$ cat src/hw/rtl/ptts_pkg.sv
package ptts_pkg;

   // Image store and candidate search sizing
   localparam int MAX_PIXELS      = 65536;
   localparam int STEP_SIZE       = 8;
   localparam int CANDIDATE_STEPS = 4;
   localparam int NUM_SLOTS       = 2 * CANDIDATE_STEPS + 1;

   localparam int ADDR_W  = (MAX_PIXELS > 1) ? $clog2(MAX_PIXELS) : 1;
   localparam int CNT_W   = $clog2(MAX_PIXELS + 1);
   localparam int SLOT_W  = $clog2(NUM_SLOTS);
   localparam int STEP_W  = $clog2(CANDIDATE_STEPS + 1);

   // Pixel, cutoff and percent arithmetic widths
   localparam int PIX_W     = 8;
   localparam int CUT_W     = 9;
   localparam int PCT_W     = 7;
   localparam int PCT_SCALE = 100;
   localparam int PROD_W    = CNT_W + PCT_W;

   // Front-to-back queue
   localparam int QUEUE_DEPTH = 4;
   localparam int QPTR_W      = $clog2(QUEUE_DEPTH);
   localparam int QCNT_W      = $clog2(QUEUE_DEPTH + 1);

   // Register port
   localparam int CSR_ADDR_W = 4;
   localparam int CSR_DATA_W = 32;
   localparam int REG_IDX_W  = 2;

   localparam logic [REG_IDX_W-1:0] REG_TARGET   = 2'd0;
   localparam logic [REG_IDX_W-1:0] REG_BASE     = 2'd1;
   localparam logic [REG_IDX_W-1:0] REG_INVERT   = 2'd2;
   localparam logic [REG_IDX_W-1:0] REG_ADAPTIVE = 2'd3;

   // Request opcodes
   localparam logic OP_LOAD    = 1'b0;
   localparam logic OP_READOUT = 1'b1;

   typedef enum logic [1:0] {
      KIND_PIXEL      = 2'd0,
      KIND_PIXEL_LAST = 2'd1,
      KIND_READOUT    = 2'd2
   } kind_type;

   typedef struct packed {
      kind_type         kind;
      logic [PIX_W-1:0] pixel;
   } entry_type;

   typedef struct packed {
      logic [PCT_W-1:0] target;
      logic [PIX_W-1:0] base;
      logic             invert;
      logic             adaptive;
   } cfg_type;

   // Cutoff of one candidate slot, saturated to -1..255.
   // Slot 0 is the base, 1..N go down by steps, N+1..2N go up.
   function automatic logic signed [CUT_W-1:0] slot_cut(input logic [SLOT_W-1:0] slot,
                                                       input logic [PIX_W-1:0] base);
      int v;
      if (slot == '0) begin
         v = int'(base);
      end else if (int'(slot) <= CANDIDATE_STEPS) begin
         v = int'(base) - STEP_SIZE * int'(slot);
      end else begin
         v = int'(base) + STEP_SIZE * (int'(slot) - CANDIDATE_STEPS);
      end
      if (v < -1) begin
         v = -1;
      end else if (v > 255) begin
         v = 255;
      end
      return CUT_W'(v);
   endfunction

   // Distance between two scaled percent values
   function automatic logic [PROD_W-1:0] abs_diff(input logic [PROD_W-1:0] a,
                                                 input logic [PROD_W-1:0] b);
      return (a >= b) ? (a - b) : (b - a);
   endfunction

endpackage

$ cat src/hw/rtl/ptts_front.sv
module ptts_front
   import ptts_pkg::*;
(
   input  logic             clock,
   input  logic             reset,
   input  logic             req_valid,
   output logic             req_ready,
   input  logic             req_opcode,
   input  logic [PIX_W-1:0] req_pixel_in,
   input  logic             req_load_last,
   output logic             push_valid,
   input  logic             push_ready,
   output entry_type        push_entry
);

   logic      slot_valid_ff, slot_valid_in;
   entry_type slot_ff, slot_in;
   logic      req_fire;

   // request stage: free, or drains into the queue this cycle
   assign req_ready  = !slot_valid_ff || push_ready;
   assign req_fire   = req_valid && req_ready;
   assign push_valid = slot_valid_ff;
   assign push_entry = slot_ff;

   // classify the request
   always_comb begin
      slot_in = slot_ff;
      if (req_fire) begin
         slot_in.pixel = req_pixel_in;
         priority if (req_opcode == OP_READOUT) begin
            slot_in.kind = KIND_READOUT;
         end else if (req_load_last) begin
            slot_in.kind = KIND_PIXEL_LAST;
         end else begin
            slot_in.kind = KIND_PIXEL;
         end
      end
   end

   always_comb begin
      slot_valid_in = slot_valid_ff;
      if (req_fire) begin
         slot_valid_in = 1'b1;
      end else if (push_ready) begin
         slot_valid_in = 1'b0;
      end
   end

   always_ff @(posedge clock) begin
      if (reset) begin
         slot_valid_ff <= 1'b0;
      end else begin
         slot_valid_ff <= slot_valid_in;
      end
   end

   always_ff @(posedge clock) begin
      slot_ff <= slot_in;
   end

endmodule

$ cat config.mk
export PLATFORM = sky130hd
export DESIGN_NAME = ptts_front
export DESIGN_NICKNAME = d
export VERILOG_FILES = /design/src/hw/rtl/ptts_pkg.sv /design/src/hw/rtl/ptts_front.sv
export SDC_FILE = /design/constraint.sdc
export NUM_CORES = 1
export LEC_CHECK = 0
export ABC_AREA = 1
export ABC_CLOCK_PERIOD_IN_PS = 1600
export BUFFER_PORTS_ARGS = -buffer_cell sky130_fd_sc_hd__buf_4
export CAP_MARGIN = 20
export CORE_AREA = 5 5 42 44
export DETAILED_ROUTE_END_ITERATION = 10
export DIE_AREA = 0 0 47 49
export SLEW_MARGIN = 20
export SYNTH_ARGS = -nofsm -noshare
export SYNTH_HDL_FRONTEND = slang
export SYNTH_SLANG_ARGS = --single-unit
$ cat constraint.sdc
create_clock -name clock -period 1.6 [get_ports clock]
set_input_delay 0.24 -clock clock [delete_from_list [all_inputs] [get_ports clock]]
set_output_delay 0.24 -clock clock [all_outputs]
set_load 0.01 [all_outputs]
# After elaboration in Yosys (flattened, before gate mapping)
# Index checks and enable logic that the tools add are counted.
[word_totals]
regBits = 11
[op_classes]
n_reduce_logical = 4
mux = 3
[op_table]
columns = ["op", "n"]
rows = [
  ["1-bit 2-to-1 mux", 3],
  ["2-bit nonzero test", 1],
  ["1-bit logical AND", 1],
  ["1-bit zero test", 1],
  ["1-bit logical OR", 1],
]

# Longest topological paths before layout
[logic_depth]
ltp_word = 4
ltp_mapped = 3
depth_no_buf = 3

# Worst setup path after synthesis
# OpenSTA, ideal clock, no wires.
[synth_timing]
path_kind = "register to register"
from = "register slot_valid_ff, in the netlist push_valid"
to = "register slot_ff, in the netlist push_entry[0], enable pin"
arrival_time_ns = 0.918
setup_time_ns = 0.380
setup_slack_ns = 0.302
period_less_slack_ns = 1.298
required_time_ns = 1.220
stages_incl_launch_ff = 2
cell_sequence = "dfxtp_1 -> a21oi_1"
[synth_via]
elab_chain_len = 3
[synth_lines]
columns = ["element", "line", "rtl"]
rows = [
  ["start, declared", "ptts_front.sv:16", "logic slot_valid_ff, slot_valid_in;"],
  ["start signal, assigned", "ptts_front.sv:54", "slot_valid_ff <= slot_valid_in;"],
  ["1-bit zero test", "ptts_front.sv:21", "assign req_ready = !slot_valid_ff || push_ready;"],
  ["1-bit logical OR", "ptts_front.sv:21", ""],
  ["1-bit logical AND", "ptts_front.sv:22", "assign req_fire = req_valid && req_ready;"],
  ["named net req_fire", "ptts_front.sv:18", "logic req_fire;"],
  ["end signal, assigned", "ptts_front.sv:59", "slot_ff <= slot_in;"],
  ["end, declared", "ptts_front.sv:17", "entry_type slot_ff, slot_in;"],
]
# The timed path passes the listed nets, and every way through them passes these cells.
# A chain may end at the register's enable or synchronous reset.

# Final worst setup path
[layout_timing]
from = "register slot_valid_ff, in the netlist push_valid"
to = "output port req_ready"
[layout_via]
elab_chain_len = 2
[layout_lines]
columns = ["element", "line", "rtl"]
rows = [
  ["1-bit zero test", "ptts_front.sv:21", ""],
  ["1-bit logical OR", "ptts_front.sv:21", ""],
  ["end, declared", "ptts_front.sv:7", "output logic req_ready,"],
]
# Every way passes these cells.

==> impl_metrics.yaml <==
timing:
  fin_tns_setup_ps: 0
  hold_slack_ps: 133
  hold_viol: 0
  clock_skew_ps: 2.11
  slew_violations: 0
  fmax_mhz: 918
  setup_viol: 0
  min_period_ps: 1090
  finalCritPeriodShare_pct: 68.1
  rsz0062_at_grt: "no"
  setup_slack_ps: 511
  tightest_slew_ps: 137
  maxSlewHeadroom_pct: 90.8
synthesis:
  synth-seq-cells: 11
  synth_nets: 32
  synthCells: 18
  synth_area_um2: 355
  ys_seq_area_share_pct: 90.1
  ys_types: 8
  yosysWarnings: 0
  syn_area_per_cell_um2: 19.7
finish:
  drive_above_1_share_pct: 66.7
  syn_to_final_growth_pct: 68.0
  final_cell_mix: "26 x buf_4, 10 x edfxtp_1, 3 x clkbuf_4"
  finalNonFillerCells: 64
  fin_nets: 63
  fin_area_um2: 597
  fill_cells: 145
  layout_commonest_cell: "buf_4"
  n_antenna_cell: 0
routing:
  drt_iter0_markers: 4
  totalWireLength_um: 765
  dr.pass1.iters: 2
  viasPerCell: 4.08
  vias: 261
  avgRoutedWirePerCell_um: 12.0
  drc: 0
  drtAntennaViolNets: 0
clock_tree:
  root_buffer: "clkbuf_4"
  cts_hold_buf: 0
  cts.sinks: 11
  post_cts_buffers: 0
  path_clk_slew_ps: 60
  cts_tree: "done"
  clk_path_buf_depth: 2
  cts_buffers: 3
  clk_latency_ps: 250
  cts_resized: 0
  cts.htree.levels: 1
worst_setup_path:
  slowest_delay_ps: 380
  crit_path_start_kind: "flop"
  cp-end-kind: "primary output"
  crit_slowest_cell: "dfxtp_1"
  critPathRequiredTime_ps: 1360
  critPathMaxFanout: 3
  crit_type: "reg2out"
  arrival_ps: 850
  path_cells: "nand2_2 -> buf_4"
pwr:
  powerDensity_nw_per_um2: 986
  leakagePower_uw: 0.000267
  ir_drop_uv: 364
place:
  dp_cells: 60
  dpl_cell_area_um2: 571
  gp_congestion: 0.624
  pre_cts_slack_ps: 630
  io_buffers: 25
grt:
  grt_overflow: 0
  antenna_found_initial: 0
  grt_max_degree: 11
  grtUsageTotal_pct: 7.00
  grt_pass1_wl_mm: 1.15
  grt_pass1_vias: 266
floorplan:
  dieArea_um2: 2300
  start_util_pct: 25.4
  placeableCoreArea_um2: 1400
  row_count: 14
  die_x_um: 47
  die_h_um: 49
  pin_count: 26
status:
  status: "finished clean"
min_path:
  hold_class: "in2reg"
job:
  drv_cap: 0
## cells by family after synthesis
family          synth area share, %
flops                          90.1
compound gates                 3.87
simple gates                   2.82
buf+inv                        3.17
## final timing paths
path,from,to,slack [ps],depth (start not counted)
max,push_valid,req_ready,510,2
min,reset,push_valid,130,2
max reg2reg,push_valid,push_entry[6],620,2
min reg2reg,push_valid,push_valid,500,2
## registers in the layout (all words and copies together), names as in the netlist
signal	cells
push_entry	10
push_valid	1
## Yosys cell counts, drive strengths merged
library cell / n / area share, %
edfxtp: 10 / 85
inv: 3 / 3.2
dfxtp: 1 / 5.6
a21oi: 2 / 3.9
nand2: 1 / 1.8
nor2: 1 / 1.1
## layer usage
| layer | wire (um) | part of all wire (%) | track usage [%] |
|---|---|---|---|
| met5 | 0 | 0 | 0 |
| met2 | 304 | 40 | 8.37 |
| met3 | 169 | 22 | 5.17 |
| met1 | 291 | 38 | 9.40 |
| met4 | 0 | 0 | 2.76 |
## per-stage QoR
step | util, % | total power, uW
finish | 42.6 | 588
global route | 42.6 | 625
CTS | 42.6 | 600
detailed placement | 40.7 | 422
global placement | 40.7 | 420
floorplan | - | 365
## critical path, delay by kind of cell (launching register included)
kind                   cells  cell delay (ps)
flip-flops                 1              380
buffers and inverters      1              140
AND/OR/NAND/NOR            1               80
## report_power, final
part | internal [uW] | switching (uW)
sequential | 333 | 5.79
clock | 96.0 | 78.6
combinational | 44.6 | 30.0
total | 474 | 114
## layout make-up
cell class	count	area [um2]	share of cell area [%]
multi-input combinational	4	23.8	3.98
timing repair buffer	26	195	32.7
sequential	11	320	53.7
tap	16	20.0	3.35
inverter	3	11.3	1.89
clock buffer	4	26.3	4.40
Note: power is estimated with default switching activity, not from simulation.
