$ cat config.mk
export PLATFORM = sky130hd
export DESIGN_NAME = ptts_queue
export DESIGN_NICKNAME = d
export VERILOG_FILES = /design/src/hw/rtl/ptts_pkg.sv /design/src/hw/rtl/ptts_queue.sv
export SDC_FILE = /design/constraint.sdc
export NUM_CORES = 1
export LEC_CHECK = 0
export BUFFER_PORTS_ARGS = -buffer_cell sky130_fd_sc_hd__buf_2
export CAP_MARGIN = 20
export CORE_MARGIN = 3
export CORE_UTILIZATION = 60
export DETAILED_ROUTE_END_ITERATION = 8
export GPL_ROUTABILITY_DRIVEN = 1
export PLACE_DENSITY_LB_ADDON = 0.08
export SYNTH_ARGS = -nofsm -noshare
export SYNTH_HDL_FRONTEND = slang
export SYNTH_SLANG_ARGS = --single-unit
$ cat constraint.sdc
create_clock -name clock -period 6.82 [get_ports clock]
set_input_delay 0.341 -clock clock [delete_from_list [all_inputs] [get_ports clock]]
set_output_delay 0.341 -clock clock [all_outputs]
set_load 0.02 [all_outputs]
$ cat src/hw/rtl/ptts_pkg.sv
package ptts_pkg;

   // Image store and candidate search sizing
   localparam int MAX_PIXELS      = 65536;
   localparam int STEP_SIZE       = 8;
   localparam int CANDIDATE_STEPS = 4;
   localparam int NUM_SLOTS       = 2 * CANDIDATE_STEPS + 1;

   localparam int ADDR_W  = (MAX_PIXELS > 1) ? $clog2(MAX_PIXELS) : 1;
   localparam int CNT_W   = $clog2(MAX_PIXELS + 1);
   localparam int SLOT_W  = $clog2(NUM_SLOTS);
   localparam int STEP_W  = $clog2(CANDIDATE_STEPS + 1);

   // Pixel, cutoff and percent arithmetic widths
   localparam int PIX_W     = 8;
   localparam int CUT_W     = 9;
   localparam int PCT_W     = 7;
   localparam int PCT_SCALE = 100;
   localparam int PROD_W    = CNT_W + PCT_W;

   // Front-to-back queue
   localparam int QUEUE_DEPTH = 4;
   localparam int QPTR_W      = $clog2(QUEUE_DEPTH);
   localparam int QCNT_W      = $clog2(QUEUE_DEPTH + 1);

   // Register port
   localparam int CSR_ADDR_W = 4;
   localparam int CSR_DATA_W = 32;
   localparam int REG_IDX_W  = 2;

   localparam logic [REG_IDX_W-1:0] REG_TARGET   = 2'd0;
   localparam logic [REG_IDX_W-1:0] REG_BASE     = 2'd1;
   localparam logic [REG_IDX_W-1:0] REG_INVERT   = 2'd2;
   localparam logic [REG_IDX_W-1:0] REG_ADAPTIVE = 2'd3;

   // Request opcodes
   localparam logic OP_LOAD    = 1'b0;
   localparam logic OP_READOUT = 1'b1;

   typedef enum logic [1:0] {
      KIND_PIXEL      = 2'd0,
      KIND_PIXEL_LAST = 2'd1,
      KIND_READOUT    = 2'd2
   } kind_type;

   typedef struct packed {
      kind_type         kind;
      logic [PIX_W-1:0] pixel;
   } entry_type;

   typedef struct packed {
      logic [PCT_W-1:0] target;
      logic [PIX_W-1:0] base;
      logic             invert;
      logic             adaptive;
   } cfg_type;

   // Cutoff of one candidate slot, saturated to -1..255.
   // Slot 0 is the base, 1..N go down by steps, N+1..2N go up.
   function automatic logic signed [CUT_W-1:0] slot_cut(input logic [SLOT_W-1:0] slot,
                                                       input logic [PIX_W-1:0] base);
      int v;
      if (slot == '0) begin
         v = int'(base);
      end else if (int'(slot) <= CANDIDATE_STEPS) begin
         v = int'(base) - STEP_SIZE * int'(slot);
      end else begin
         v = int'(base) + STEP_SIZE * (int'(slot) - CANDIDATE_STEPS);
      end
      if (v < -1) begin
         v = -1;
      end else if (v > 255) begin
         v = 255;
      end
      return CUT_W'(v);
   endfunction

   // Distance between two scaled percent values
   function automatic logic [PROD_W-1:0] abs_diff(input logic [PROD_W-1:0] a,
                                                 input logic [PROD_W-1:0] b);
      return (a >= b) ? (a - b) : (b - a);
   endfunction

endpackage

$ cat src/hw/rtl/ptts_queue.sv
module ptts_queue
   import ptts_pkg::*;
(
   input  logic      clock,
   input  logic      reset,
   input  logic      push_valid,
   output logic      push_ready,
   input  entry_type push_entry,
   output logic      pop_valid,
   input  logic      pop,
   output entry_type pop_entry
);

   entry_type             entry_ff [QUEUE_DEPTH];
   logic [QPTR_W-1:0]     wr_ptr_ff, wr_ptr_in;
   logic [QPTR_W-1:0]     rd_ptr_ff, rd_ptr_in;
   logic [QCNT_W-1:0]     count_ff, count_in;
   logic                  do_push, do_pop;

   assign push_ready = (count_ff != QCNT_W'(QUEUE_DEPTH));
   assign pop_valid  = (count_ff != '0);
   assign pop_entry  = entry_ff[rd_ptr_ff];
   assign do_push    = push_valid && push_ready;
   assign do_pop     = pop && pop_valid;

   // pointer and fill bookkeeping
   always_comb begin
      wr_ptr_in = wr_ptr_ff;
      rd_ptr_in = rd_ptr_ff;
      count_in  = count_ff;
      if (do_push) begin
         wr_ptr_in = (wr_ptr_ff == QPTR_W'(QUEUE_DEPTH - 1)) ? '0 : wr_ptr_ff + QPTR_W'(1);
      end
      if (do_pop) begin
         rd_ptr_in = (rd_ptr_ff == QPTR_W'(QUEUE_DEPTH - 1)) ? '0 : rd_ptr_ff + QPTR_W'(1);
      end
      if (do_push && !do_pop) begin
         count_in = count_ff + QCNT_W'(1);
      end else if (do_pop && !do_push) begin
         count_in = count_ff - QCNT_W'(1);
      end
   end

   always_ff @(posedge clock) begin
      if (reset) begin
         wr_ptr_ff <= '0;
         rd_ptr_ff <= '0;
         count_ff  <= '0;
      end else begin
         wr_ptr_ff <= wr_ptr_in;
         rd_ptr_ff <= rd_ptr_in;
         count_ff  <= count_in;
      end
   end

   always_ff @(posedge clock) begin
      if (do_push) begin
         entry_ff[wr_ptr_ff] <= push_entry;
      end
   end

endmodule

* After elaboration in Yosys (flattened, before gate mapping)
Memories as Yosys holds them, arrays and structs flattened. A register that Yosys moved wholly into a read port is not among the register bits. Cells that the tools add are included.
Cells by class: multiplexer cells 8, add/sub/neg operators 4, reductions and logical operators 8, equality and inequality tests 3
Operator list (number):
- $mux 2 | 4
- $mux 3 | 2
- $add 2x1->2 const B | 2
- $eq 2x2->1 const B | 2
- $logic_and 1x1->1 | 4
- $add 3x1->3 const B | 1
- $ne 3x3->1 const B | 1
- $reduce_bool 3->1 | 1
- $sub 3x1->3 const B | 1
- $logic_not 1->1 | 2
- $mux 1 | 2
- $reduce_bool 2->1 | 1
Storage, ports and cells: RAM bits 40, word-level logic and storage cells 27, memories kept 1, register bits after elaboration 7
Memory list:
- entry_ff | depth 4, bits a word 10, read ports 1, clocked after memory_dff 1, write ports 1, RTL line ptts_queue.sv:14 | entry_type entry_ff [QUEUE_DEPTH];

* Longest topological paths before layout
Gate-level depths: netlist (run 1).
word-level depth 6, gate-level depth with buffers 9, mapped depth without buffers 8

* Least setup slack after synthesis (run 1)
OpenSTA, ideal clock, no wires.
path type register to register, start point register count_ff[0], end point register count_ff[2], cell stages (with the launch flop) 10, arrival time 2.151 ns, slack 4.599 ns, data required time 6.750 ns, library setup time 0.070 ns, path through dfxtp_1 or3b_1 clkbuf_2 and2_4 ha_1 inv_1 fa_1 xor2_1 or3_2 a21oi_1
Between the ends: word-level cells in the longest chain between the ends 5, elaborated cells between the ends (all ways) 13, those cells by class 2 x add/sub; 1 x eq/ne; 2 x mux; 8 x reduce/logical
RTL lines:
- start, declared | RTL line ptts_queue.sv:17 | logic [QCNT_W-1:0] count_ff, count_in;
- start signal, assigned | RTL line ptts_queue.sv:52 | count_ff <= count_in;
- $ne 3x3->1 (*) | RTL line ptts_queue.sv:20 | assign push_ready = (count_ff != QCNT_W'(QUEUE_DEPTH));
- net push_ready | RTL line ptts_queue.sv:7 | output logic push_ready,
- $logic_and 1x1->1 (*) | RTL line ptts_queue.sv:23 | assign do_push = push_valid && push_ready;
- net do_push | RTL line ptts_queue.sv:18 | logic do_push, do_pop;
- $logic_not 1->1 | RTL line ptts_queue.sv:39 | end else if (do_pop && !do_push) begin
- $logic_and 1x1->1 | RTL line ptts_queue.sv:39
- $reduce_bool 2->1 (no source line)
Mark *: on every way through the listed nets, which the timed path passes. The rest lies on a longest branch. The select of a mux whose other input is x is not followed. A chain may end at the register's enable or synchronous reset.

* Worst setup path in the final report (run 1)
start point register count_ff[0], end point register count_ff[2]
Between the ends: word-level cells in the longest chain between the ends 5, elaborated cells between the ends (all ways) 13, those cells by class 2 x add/sub; 1 x eq/ne; 2 x mux; 8 x reduce/logical
RTL lines:
- parallel branches: the longest is 5 deep, another holds $sub 3x1->3
Several ways; the timed one is not identified. The select of a mux whose other input is x is not followed.

==> reports/summary.md, run 1 <==
The flow ran to the end, and the final reports show no timing, DRC or antenna violations. The number of gates resized after CTS is 0. The initial utilization of the core area, before any placement, comes to 66.2%. Buffers inserted during clock tree synthesis total 5.

At the worst endpoint, the arrival time is 2.80 ns. In the final layout, flip-flops and latches occupy 1380 um^2. The ratio of final minimum period to clock period is 37.0%. The final setup TNS was 0 ns; the part of the power in the clock network was 16.7%. Yosys printed 0 warnings.

The clock tree skew after final layout is 0.0104 ns, and the overall routing resource usage is 16.8%. The chip height is 62.6 um, and the number of antenna violations at the first check in global routing is 0. The startpoint identified for the worst hold timing path is push_entry[5].

STA classifies the critical path endpoint as a flip-flop. Source of the worst register-to-register timing path: count_ff[0]. Entering global routing, the biggest net connects 15 pins. met2 is the most crowded layer. The routed wire length was 2910 um; the top achievable clock speed was 397 MHz.

The number of antenna diodes was 0. The endpoint identified for the worst register-to-register timing path is count_ff[2]. The longest clock path from root to sink contains 2 buffers. The clock slew seen by the registers of the worst setup and hold paths is 0.13 ns, and the areal power density over the cells is 350 nW/um^2. In the post-synthesis netlist, the biggest area contributors are edfxtp_1 (63%), mux4_2 (12%), dfxtp_1 (9.4%).

Row generation in the floorplan step produced 19 rows. The logs give 42 for the DRC violation total after the first TritonRoute iteration and 0.692 for the last weighted congestion value of the routability-driven placer. The tools report the number of global-route vias before repair as 985. The average instance in the mapped netlist occupies 19.2 um^2.

The critical path is of the flip-flop to flip-flop type. The worst min-delay path category was primary input to flip-flop. Fill cells in the final layout number 196. Summing the areas of all compound-gate instances in the mapped netlist gives 1.83% of the synthesized area.

The logs give 100 for the number of cells produced by synthesis and 7.10 ns for the required time of the critical path. The switching part of the total power came out at 31.8%. In this run, placement finished with an instance count of 163.

The logs give 26.8% for the fraction of met2 tracks used by global routing and 0 for the max-capacitance violation count. The nature of the critical path startpoint is a flip-flop. Final hold analysis gives a worst-case slack of 0.189 ns. TritonCTS built the clock tree. The number of buffers added to fix hold violations after cts was 0. The cell chosen for the clock root was clkbuf_4. The core outline area was 2900 um^2; the routing usage on met3 was 6.47%. After global routing the overflow that remains totals 0.

For hold timing, the worst endpoint is entry_ff[0][5]. Once the clock tree was built, the setup fixing pass inserted 0 buffers. Total power for the finished layout comes to 0.745 mW. The combinational power share was 29.5%; the count of non-filler cells in the finished layout was 171. The worst hold path cell count is 1. The tools report the number of iterations in the first detailed-routing pass as 4. The tools report the clock latency at the later pin of the worst-skew pair as 0.35 ns.

In the final layout, the share of cells above drive strength 1 is 38.0%. The share of cell area taken by muxes after synthesis came out at 13.3%. The half-perimeter wire length after placement was 2060 um; the area share of fa/ha/maj cells after synthesis was 4.95%. Of the total synthesized cell area, the portion taken by AND, OR, NAND and NOR gates is 5.54%. The multi-input combinational cells in the finished layout cover a total of 509 um^2.

Via density per instance: 5.53. The worst pin sits at a relative slew slack of 55.1%. The count of final max-slew check failures was 0; the count of cell types in the netlist was 26.

After synthesis the netlist holds a flip-flop and latch count of 49. 26 I/O pins were placed. The run gives 4860 um as the wire length of the first global-routing pass.

In this run, flip-flops and latches consume 53.8% of the power. In this run the worst path has a maximum fanout of 5. The tools report the internal power contribution as 0.508 mW. After the last flow step, the layout net total stands at 149. The routed length per placed instance is 17.0 um, and the final setup violation count is 0. Of the post-synthesis cell area, the dominant cell type holds 62.6%. The xor-xnor portion of the synthesized cell area is 0.913%.

In the routed design, unresolved DRC markers number 0. The hold violation total from the final report was 0; the remaining antenna violation count after routing was 0. The tools report the flop-to-flop setup slack as 4.30 ns.

The number of cells traversed by the worst register-to-register path is 7, and the area of the mapped netlist is 1920 um^2. Summed over all nets, the switching power comes to 0.237 mW. The worst path needs 2.52 ns of the cycle, external delays included.

Sequential cells were found to cover 72.0% of the synthesized design area. The detailed router placed 946 vias in this run. The die covers 3910 um^2. From synthesis to final layout, the design area changed by 11.1%.

Global routing consumed, on the met1 layer, 20.5% of the routing resources. For this design the static power due to leakage is 0.769 nW. Across the VDD grid, the largest voltage drop is 0.343 mV. The post-synthesis net count came out at 121. From left edge to right edge, the die measures 62.6 um. The pin slew with the least headroom to its limit was 0.673 ns. edfxtp_1 takes more of the synthesized area than any other cell. Buffers placed on the I/O ports in this run total 25.

Clock tree synthesis found a total of 49 sinks. The combinational family with the most area after synthesis is multiplexers. Setup repair after global routing left no endpoint under its margin. The H-tree was split into 2 levels.
-- metal layers --
metal	wire length (um)	part of all wire, %
met5	0	0
met4	65	2.2
met3	170	5.8
met2	1500	51
met1	1180	40
-- state kept, by name, indices dropped and copies added (netlist names), named ones only --
name / flops
entry_ff: 40
wr_ptr_ff: 2
rd_ptr_ff: 2
count_ff: 3
-- Yosys cell counts (all sizes together) --
| library cell | number |
|---|---|
| nor3 | 1 |
| mux4 | 10 |
| o21ai | 1 |
| or3b | 1 |
| and2 | 1 |
| edfxtp | 40 |
| xor2 | 2 |
| nand3 | 1 |
| buf | 2 |
| fa | 1 |
| ha | 6 |
| o31ai | 2 |
| clkbuf | 2 |
| nor2 | 3 |
| a21oi | 2 |
| dfxtp | 9 |
| or3 | 3 |
| nand2 | 1 |
| nand2b | 2 |
| and3 | 4 |
| inv | 3 |
| mux2i | 3 |
-- through the flow --
step,setup WS [ns],instance area (um^2),utilization (%)
floorplan,4.60,1920,-
global placement,4.56,2080,71.7
detailed placement,4.35,2080,71.7
CTS,4.31,2130,73.5
global route,4.20,2130,73.5
finish,4.30,2130,73.5
-- cell type report --
class | count | area share, %
clock inverters | 1 | 0.352
multi-input cells | 44 | 23.9
well taps | 42 | 2.46
clock buffers | 7 | 2.11
repair buffers | 25 | 5.87
flip-flops and latches | 49 | 64.8
inverters | 3 | 0.528
-- kinds of logic after synthesis --
| kind of cell | Yosys count |
|---|---|
| AND/OR/NAND/NOR | 17 |
| adder cells (fa/ha/maj) | 7 |
| multiplexers | 13 |
| XOR/XNOR | 2 |
| buffers and inverters | 7 |
| AO/OA/AOI/OAI | 5 |
| flip-flops | 49 |
-- critical path: stages, from the launching register on --
cell	delay (ns)
dfxtp_1	0.39
o31ai_1	0.53
ha_1	0.30
inv_1	0.06
fa_1	0.38
xor2_1	0.17
or3_2	0.42
a21oi_1	0.19
-- worst max-delay path by stage --
| stage | from | to | cells past startpoint |
|---|---|---|---|
| 4_1_cts | count_ff[0] | count_ff[2] | 7 |
| 6_report | count_ff[0] | count_ff[2] | 7 |
| 5_1_grt | count_ff[0] | count_ff[2] | 7 |
| 2_1_floorplan | count_ff[0] | count_ff[2] | 9 |
| 3_3_place_gp | count_ff[0] | count_ff[2] | 7 |
| 3_5_place_dp | count_ff[0] | count_ff[2] | 7 |
-- power by group through the flow --
stage | combinational (mW) | sequential, mW | clock (mW)
after global routing | 0.236 | 0.408 | 0.142
after CTS | 0.220 | 0.402 | 0.127
after detailed placement | 0.219 | 0.409 | 0
after floorplan | 0.176 | 0.388 | 0
after global placement | 0.209 | 0.405 | 0
final | 0.220 | 0.401 | 0.124
-- placed cells by master, fill, tap and decap left out --
| cell | n |
|---|---|
| or3b_1 | 1 |
| clkbuf_1 | 2 |
| ha_1 | 6 |
| or3_2 | 2 |
| edfxtp_1 | 40 |
| nor3_1 | 1 |
| o21ai_0 | 1 |
| inv_1 | 3 |
| fa_1 | 1 |
| mux4_2 | 10 |
| buf_2 | 25 |
| nand2_1 | 1 |
| nand2b_1 | 2 |
| xor2_1 | 2 |
| and2_4 | 1 |
| mux2i_1 | 3 |
| dfxtp_1 | 9 |
| clkbuf_4 | 5 |
| nand3_1 | 1 |
| a21oi_1 | 2 |
| o31ai_2 | 1 |
| or3_1 | 1 |
| and3_2 | 4 |
| o31ai_1 | 1 |
| clkinvlp_4 | 1 |
| nor2_1 | 3 |
Note: power is estimated with default switching activity, not from simulation.
==> run 2, diff against run 1 <==
ABC_AREA = 1   (was not set)
CORE_UTILIZATION = 56   (was 60)
clock period = 2.6 ns   (was 6.82 ns; I/O delays follow)
==> run 2 against run 1 <==
Largest cell class unchanged. Fmax is 36% higher. Critical path type unchanged. Worst setup slack worse by 3.5 ns. Hold slack worse by 0.087 ns. First-iteration DRC count is 95% higher. Die area is 9.8% higher. Final cell count is 49% higher. Sequential share of layout area is 6.5 points lower. Clock skew is 0.00058 ns higher. Core utilization is 0.43 points higher. Synthesized cell count is 66% higher. Non-clock buffer count is 16 higher.
==> reports/summary.md, run 2 <==
The flow ran to the end, and the final reports show no timing, DRC or antenna violations. Largest stage delay on the critical path: 0.41 ns (was 0.53 ns). The count of flip-flops with a built-in enable after synthesis was 40 (unchanged); the maximum number of pins on one net before global-route repair was 21 (was 15). Clock slew seen by the registers of the worst setup and hold paths: 0.13 ns (about the same). The tools report the hold violation total from the final report as 0 (unchanged). The number of iterations in the first detailed-routing pass came out at 4 (unchanged). Largest regs: entry_ff (40), count_ff (3) (unchanged). Setup slack of the critical path after layout: 0.750 ns (was 4.30 ns).

Number of cells produced by synthesis: 166 (was 100). The number of cells traversed by the worst register-to-register path is 9 (was 7), and the sequential fraction of the synthesis area is 69.6% (was 72.0%). The final setup TNS was 0 ns (unchanged); the logic depth of the worst setup path including buffers was 9 (was 7). The routed wire length is 3650 um (was 2910 um), and the count of cell types in the netlist is 19 (was 26). The run gives 0 (unchanged) as the count of unresolved DRC violations after routing. The tools report the startpoint of the most critical setup path as count_ff[1] (was count_ff[0]).

The overall routing resource usage was 19.5% (was 16.8%). The peak fanout along the critical path is 7 (was 5), and the wire length of the first global-routing pass is 6070 um (was 4860 um). The proportion of synthesized flip-flops having asynchronous set or reset came out at 0% (unchanged).

The logs give 1394 (was 985) for the number of global-route vias before repair and 187 (was 121) for the post-synthesis net count. Peak supply drop: 0.477 mV (was 0.343 mV). The most repeated cell in the gate-level netlist after synthesis is edfxtp_1 (unchanged). The run gives 0.75 ns (was 4.30 ns) as the flop-to-flop setup slack. The count of non-filler cells in the finished layout is 254 (was 171), and the clock buffer count from CTS is 5 (unchanged). The tools report the number of antenna diodes as 0 (unchanged).

The tools report the number of rows created at floorplan as 20 (was 19). Top cells by area, synth: edfxtp_1 (60%), dfxtp_1 (9.1%), nor2_1 (6.6%) (was edfxtp_1 (63%), mux4_2 (12%), dfxtp_1 (9.4%)). The leakage power figure came out at 0.934 nW (was 0.769 nW). Kind of critical path: flip-flop to flip-flop (unchanged). The number of antenna violations at the first check in global routing was 0 (unchanged); the half-perimeter wire length after placement was 2360 um (was 2060 um). Capture point of the worst reg-to-reg path: count_ff[1] (was count_ff[2]). Chip height: 65.5 um (was 62.6 um). The biggest area consumer among synthesized cells is edfxtp_1 (unchanged). The most common library cell in the layout ignoring fill and taps was edfxtp_1 (unchanged). For the via total after detailed routing, the log shows 1339 (was 946). The number of sinks on the clock net is 49 (unchanged). The critical path arrival is 2.11 ns (was 2.80 ns).

The synthesis-stage register bit count is 49 (unchanged), and the top-level port count is 26 (unchanged). The summed area of non-filler cells in the final layout was 2370 um^2 (was 2130 um^2); the effective utilization at floorplan was 62.0% (was 66.2%). Most used standard cells in the synthesized netlist: edfxtp_1 (40), nor2_1 (35), o21ai_0 (21) (was edfxtp_1 (40), mux4_2 (10), dfxtp_1 (9)).

The final global-route overflow total is 0 (unchanged), and the areal power density over the cells is 960 nW/um^2 (was 350 nW/um^2). The number of buffers and inverters on the critical path was 2 (was 1); the area of the mapped netlist was 1990 um^2 (was 1920 um^2). The worst slack after detailed placement was 0.798 ns (was 4.35 ns); the post-layout minimum cycle time was 1.85 ns (was 2.52 ns). The last weighted congestion value of the routability-driven placer is 0.857 (was 0.692), and the via density per instance is 5.27 (was 5.53). The die width is 65.5 um (was 62.6 um), and the max-capacitance violation count is 0 (unchanged).

Among the stages of the critical path, the cell type that occurs most often is inv_1. The port buffer count was 25 (unchanged); the routed length per placed instance was 14.4 um (was 17.0 um). For the number of buffers inserted by post-CTS setup repair, the log shows 0 (unchanged). Setup repair after global routing left no endpoint under its margin. The final design utilization is 73.9% (was 73.5%).

Commonest non-fill, non-tap cells in the layout: edfxtp_1 (40), nor2_1 (35), buf_2 (25), o21ai_0 (21), inv_1 (16) (was edfxtp_1 (40), buf_2 (25), mux4_2 (10), dfxtp_1 (9), ha_1 (6)). The maximum clock insertion buffer count came out at 2 (unchanged). The headroom to the max-slew limit was 62.1% (was 55.1%); the mean cell area of the mapped netlist was 12.0 um^2 (was 19.2 um^2). The remaining antenna violation count after routing was 0 (unchanged); the area added between synthesis and finish was 19.3% (was 11.1%). The run gives 230 (was 149) as the final-stage net count. The tools report the capturing element of the worst setup path as count_ff[1] (was count_ff[2]). The die area was 4300 um^2 (was 3910 um^2). The run gives 2 (unchanged) as the level count of the clock H-tree. The nature of the critical path startpoint was a flip-flop (unchanged). The tools report the count of placed standard cells including taps as 235 (was 163). The largest register by flop count is entry_ff (unchanged).

DRC violation total after the first TritonRoute iteration: 82 (was 42). Element type at the critical path end: a flip-flop (unchanged). The source of the worst register-to-register timing path is count_ff[1] (was count_ff[0]).

The kind of cell adding the most delay to the critical path was adder cells (was compound AO/OA/AOI/OAI gates). For the post-route worst hold slack, the log shows 0.102 ns (was 0.189 ns). The worst min-delay path category was primary input to flip-flop (unchanged).

Most common flop cell mapped by yosys: edfxtp_1 (unchanged). TritonCTS built the clock tree. The ratio of final minimum period to clock period works out to 71.1% (was 37.0%).

The share of cells above drive strength 1 is 20.5% (was 38.0%), and the pin slew with the least headroom to its limit is 0.568 ns (was 0.673 ns). The tools report the required time of the critical path as 2.86 ns (was 7.10 ns). The tools report the clock latency at the later pin of the worst-skew pair as 0.36 ns (was 0.35 ns). The run gives 2.27 mW (was 0.745 mW) as the total design power. The count of final max-slew check failures is 0 (unchanged), and the fraction of synthesized cell area taken by the top area cell type is 60.5% (was 62.6%). The tools report the cell chosen for the clock root as clkbuf_4 (unchanged). The synthesis warning total is 0 (unchanged). The logs give 2180 um^2 (was 2080 um^2) for the placed standard-cell area and 541 MHz (was 397 MHz) for the top achievable clock speed.

The number of flip-flops under the largest register name is 40 (unchanged), and the core outline area is 3200 um^2 (was 2900 um^2). Cell-by-cell listing of the critical path: nor2_2, nand2_2, nand2_4, inv_1, ha_1, inv_1, fa_1, o21ai_0, nor2_1 (was o31ai_1, ha_1, inv_1, fa_1, xor2_1, or3_2, a21oi_1). Highest-delay cell along the critical path: fa_1 (was o31ai_1).

The run gives 0 (unchanged) as the number of gates resized after CTS. The clock tree skew after final layout was 0.0110 ns (was 0.0104 ns); the count of filler cells inserted in the layout was 241 (was 196). The tools report the final setup violation count as 0 (unchanged).
run 2: worst register-to-register path, stage by stage (launching register included):
cell and delay, ns:
dfxtp_1 0.37, nor2_2 0.17, nand2_2 0.11, nand2_4 0.11, inv_1 0.05, ha_1 0.20
inv_1 0.10, fa_1 0.41, o21ai_0 0.18, nor2_1 0.06
run 2: per-layer routing:
layer	GRT usage (%)	part of all wire (%)
met1	22.8	42
met2	33.9	52
met3	6.15	4.0
met4	6.74	1.6
met5	0	0
run 2: worst min path at each step:
stage	from	endpoint	slack [ns]	depth (start not counted)
floorplan	reset	count_ff[0]	0.20	1
global placement	reset	count_ff[0]	0.31	2
detailed placement	reset	count_ff[0]	0.31	2
CTS	push_valid	wr_ptr_ff[1]	0.09	4
global route	push_valid	wr_ptr_ff[1]	0.09	3
finish	push_valid	wr_ptr_ff[1]	0.10	3
run 2: repair_timing:
| item | 4_1_cts | 5_1_grt |
|---|---|---|
| hold endpoints to repair | 41 | 0 |
| hold buffers | 11 | 0 |
| endpoints found under the setup margin | 0 | 0 |
run 2: final cells by class:
cell class	count	area [um^2]	area share (%)
flip-flops and latches	49	1380	58.3
multi-input cells	96	519	21.9
repair buffers	41	273	11.5
inverters	16	60.1	2.54
well taps	44	55.1	2.32
clock buffers	6	41.3	1.74
clock inverters	2	38.8	1.64
run 2: kinds of logic (layout without fill, tap and decap cells):
family	count (synthesis)	count (layout)	share of synthesized area (%)
DFF	49	49	69.6
buffers and inverters	21	65	4.28
AOI/OAI and AO/OA	33	33	8.95
adders and majority gates	7	7	4.79
xor gates and xnor gates	1	1	0.441
and+or+nand+nor	55	55	12.0
run 2: report_power, final:
group	internal [mW]	switching (mW)
logic	0.278	0.527
registers	0.968	0.0671
clock network	0.205	0.229
==> run 3, diff against run 2 <==
CORE_UTILIZATION = 50   (was 56)
clock period = 1.6 ns   (was 2.6 ns; I/O delays follow)
==> run 3 against run 2 <==
The run now ends with setup timing left. Final cell count is 4.3% higher. Via count is 1.0% lower. Hold slack worse by 0.10 ns. Critical path type unchanged.
==> reports/summary.md, run 3 (same netlist as run 2, synthesis figures left out) <==
The worst min-delay path category was primary input to flip-flop (unchanged). The kind of critical path was flip-flop to flip-flop (unchanged). The count of final max-slew check failures came out at 0 (unchanged).

The switching part of the total power came out at 35.1% (was 36.2%). Setup repair after global routing could not meet its margin everywhere. TritonCTS built the clock tree.

The maximum number of pins on one net before global-route repair was 21 (unchanged); the total design power was 4.15 mW (was 2.27 mW). The routed length per placed instance was 14.9 um (was 14.4 um). The port buffer count came out at 25 (unchanged).

The max-capacitance violation count was 0 (unchanged); the overall routing resource usage was 16.8% (was 19.5%). The final setup violation count came out at 2 (was 0). Clock tree skew after final layout: 0.00619 ns (was 0.0110 ns). The area added between synthesis and finish came out at 26.3% (was 19.3%).

The die area is 4760 um^2 (was 4300 um^2), and the final global-route overflow total is 0 (unchanged). For the clock buffer count from CTS, the log shows 5 (unchanged). Most common library cell in the layout ignoring fill and taps: edfxtp_1 (unchanged).

The nature of the critical path startpoint is a flip-flop (unchanged). The clock slew seen by the registers of the worst setup and hold paths is 0.08 ns (was 0.13 ns). The tools report the final design utilization as 67.0% (was 73.9%). The hold violation total from the final report was 0 (unchanged); the areal power density over the cells was 1650 nW/um^2 (was 960 nW/um^2). The peak supply drop came out at 1.17 mV (was 0.477 mV). The number of flip-flops under the largest register name was 40 (unchanged); the DRC violation total after the first TritonRoute iteration was 107 (was 82). The run gives 0 (unchanged) as the count of unresolved DRC violations after routing. The tools report the setup slack of the critical path after layout as -0.0450 ns (was 0.750 ns). The post-layout minimum cycle time was 1.65 ns (was 1.85 ns); the flop-to-flop setup slack was -0.05 ns (was 0.75 ns).

The core outline area came out at 3740 um^2 (was 3200 um^2). The run gives 26 (unchanged) as the top-level port count. The element type at the critical path end was a flip-flop (unchanged). The share of cells above drive strength 1 was 31.3% (was 20.5%); the effective utilization at floorplan was 53.0% (was 62.0%). The routed wire length was 3940 um (was 3650 um); the via density per instance was 5.00 (was 5.27). The tools report the net load switching power as 1.46 mW (was 0.823 mW). The level count of the clock H-tree was 2 (unchanged).

The via total after detailed routing was 1325 (was 1339). The tools report the number of antenna diodes as 0 (unchanged). Maximum clock insertion buffer count: 2 (unchanged).

Commonest non-fill, non-tap cells in the layout: edfxtp_1 (40), nor2_1 (35), buf_2 (25), o21ai_0 (20), buf_4 (15) (was edfxtp_1 (40), nor2_1 (35), buf_2 (25), o21ai_0 (21), inv_1 (16)). The wire length of the first global-routing pass came out at 6300 um (was 6070 um). The logs give 4 (unchanged) for the number of iterations in the first detailed-routing pass and 22 (was 20) for the number of rows created at floorplan.

The internal power contribution is 2.69 mW (was 1.45 mW). The remaining antenna violation count after routing is 0 (unchanged). The tools report the clock latency at the later pin of the worst-skew pair as 0.29 ns (was 0.36 ns). The logs give 20.0% (was 19.1%) for the part of the power in the clock network and 41.4% (was 45.5%) for the sequential power share. Required time of the critical path: 1.79 ns (was 2.86 ns).

The final reports fail on setup timing. The logs give 1.00 nW (was 0.934 nW) for the leakage power figure and 237 (was 230) for the final-stage net count. Critical path arrival: 1.83 ns (was 2.11 ns). The half-perimeter wire length after placement is 2550 um (was 2360 um), and the headroom to the max-slew limit is 85.4% (was 62.1%). Largest regs: entry_ff (40), count_ff (3) (unchanged). The combinational power share came out at 38.6% (was 35.4%). The run finished, with violations left. The die width came out at 69.0 um (was 65.5 um). Top achievable clock speed: 608 MHz (was 541 MHz). Pin slew with the least headroom to its limit: 0.218 ns (was 0.568 ns).

The peak fanout along the critical path came out at 3 (was 7). Cell chosen for the clock root: clkbuf_8 (was clkbuf_4). Largest register by flop count: entry_ff (unchanged). The number of antenna violations at the first check in global routing is 0 (unchanged), and the number of global-route vias before repair is 1378 (was 1394).

The chip height came out at 69.0 um (was 65.5 um). The ratio of final minimum period to clock period is 103% (was 71.1%). The tools report the last weighted congestion value of the routability-driven placer as 0.699 (was 0.857). The number of sinks on the clock net was 49 (unchanged).
==> run 3: cell types whose count changed in the layout (fill, tap and decap cells not counted), sizes merged <==
cell         before  now
dlygate4sd3      11    7
buf              30   41
==> run 3: power groups by stage <==
stage | clock network [mW] | registers (mW) | logic [mW]
CTS | 0.848 | 1.71 | 1.52
detailed placement | 0 | 1.74 | 1.42
finish | 0.830 | 1.72 | 1.60
global placement | 0 | 1.73 | 1.36
floorplan | 0 | 1.69 | 0.980
global route | 0.902 | 1.74 | 1.75
==> run 3: final cells by class <==
class,instances,area [um^2]
fill,279,1230
tap,48,60.1
clock buffer,6,72.6
sequential,49,1390
multi-input combinational,96,568
timing repair buffer,48,319
inverter,16,62.6
clock inverter,2,35.0
==> run 3: what timing repair did <==
item,CTS,global route
setup endpoints to repair,11,9
hold buffers,6,1
hold endpoints to repair,21,1
pin swaps,3,11
gates cloned,0,0
buffers inserted,4,3
resized for setup,6,8
==> run 3: worst max-delay path: stages, from the launching register on <==
cell     delay (ns)
dfxtp_1        0.42
inv_1          0.11
nand2_4        0.09
nand2_4        0.06
ha_4           0.17
inv_4          0.05
fa_2           0.44
o21ai_2        0.14
nor2_1         0.05
==> run 3: final timing paths <==
check,start,end,depth (start not counted)
worst min register to register,rd_ptr_ff[1],flip-flop,2
worst min-delay path,push_entry[3],entry_ff[1][3],1
worst max register to register,count_ff[2],count_ff[1],8
worst max-delay path,count_ff[2],count_ff[1],8
==> run 3: layer usage <==
layer	GRT usage [%]	wire length (um)	vias up
met5	0	0	-
met4	4.56	40	0
met3	4.37	166	5
met2	32.6	2180	25
met1	17.6	1550	623
li1	-	-	672
==> run 3: stage by stage <==
step                worst slack (ns)  TNS [ns]  instances  cell area [um^2]  hold slack, ns
finish                       -0.0450   -0.0707        265              2510         0.00227
global route                  -0.104    -0.189        265              2510        0.000312
CTS                          -0.0218   -0.0395        261              2450        0.000142
detailed placement           -0.0767   -0.0767        243              2240           0.251
global placement              0.0299         0        243              2240           0.247
floorplan                    -0.0177   -0.0328        166              2020           0.145
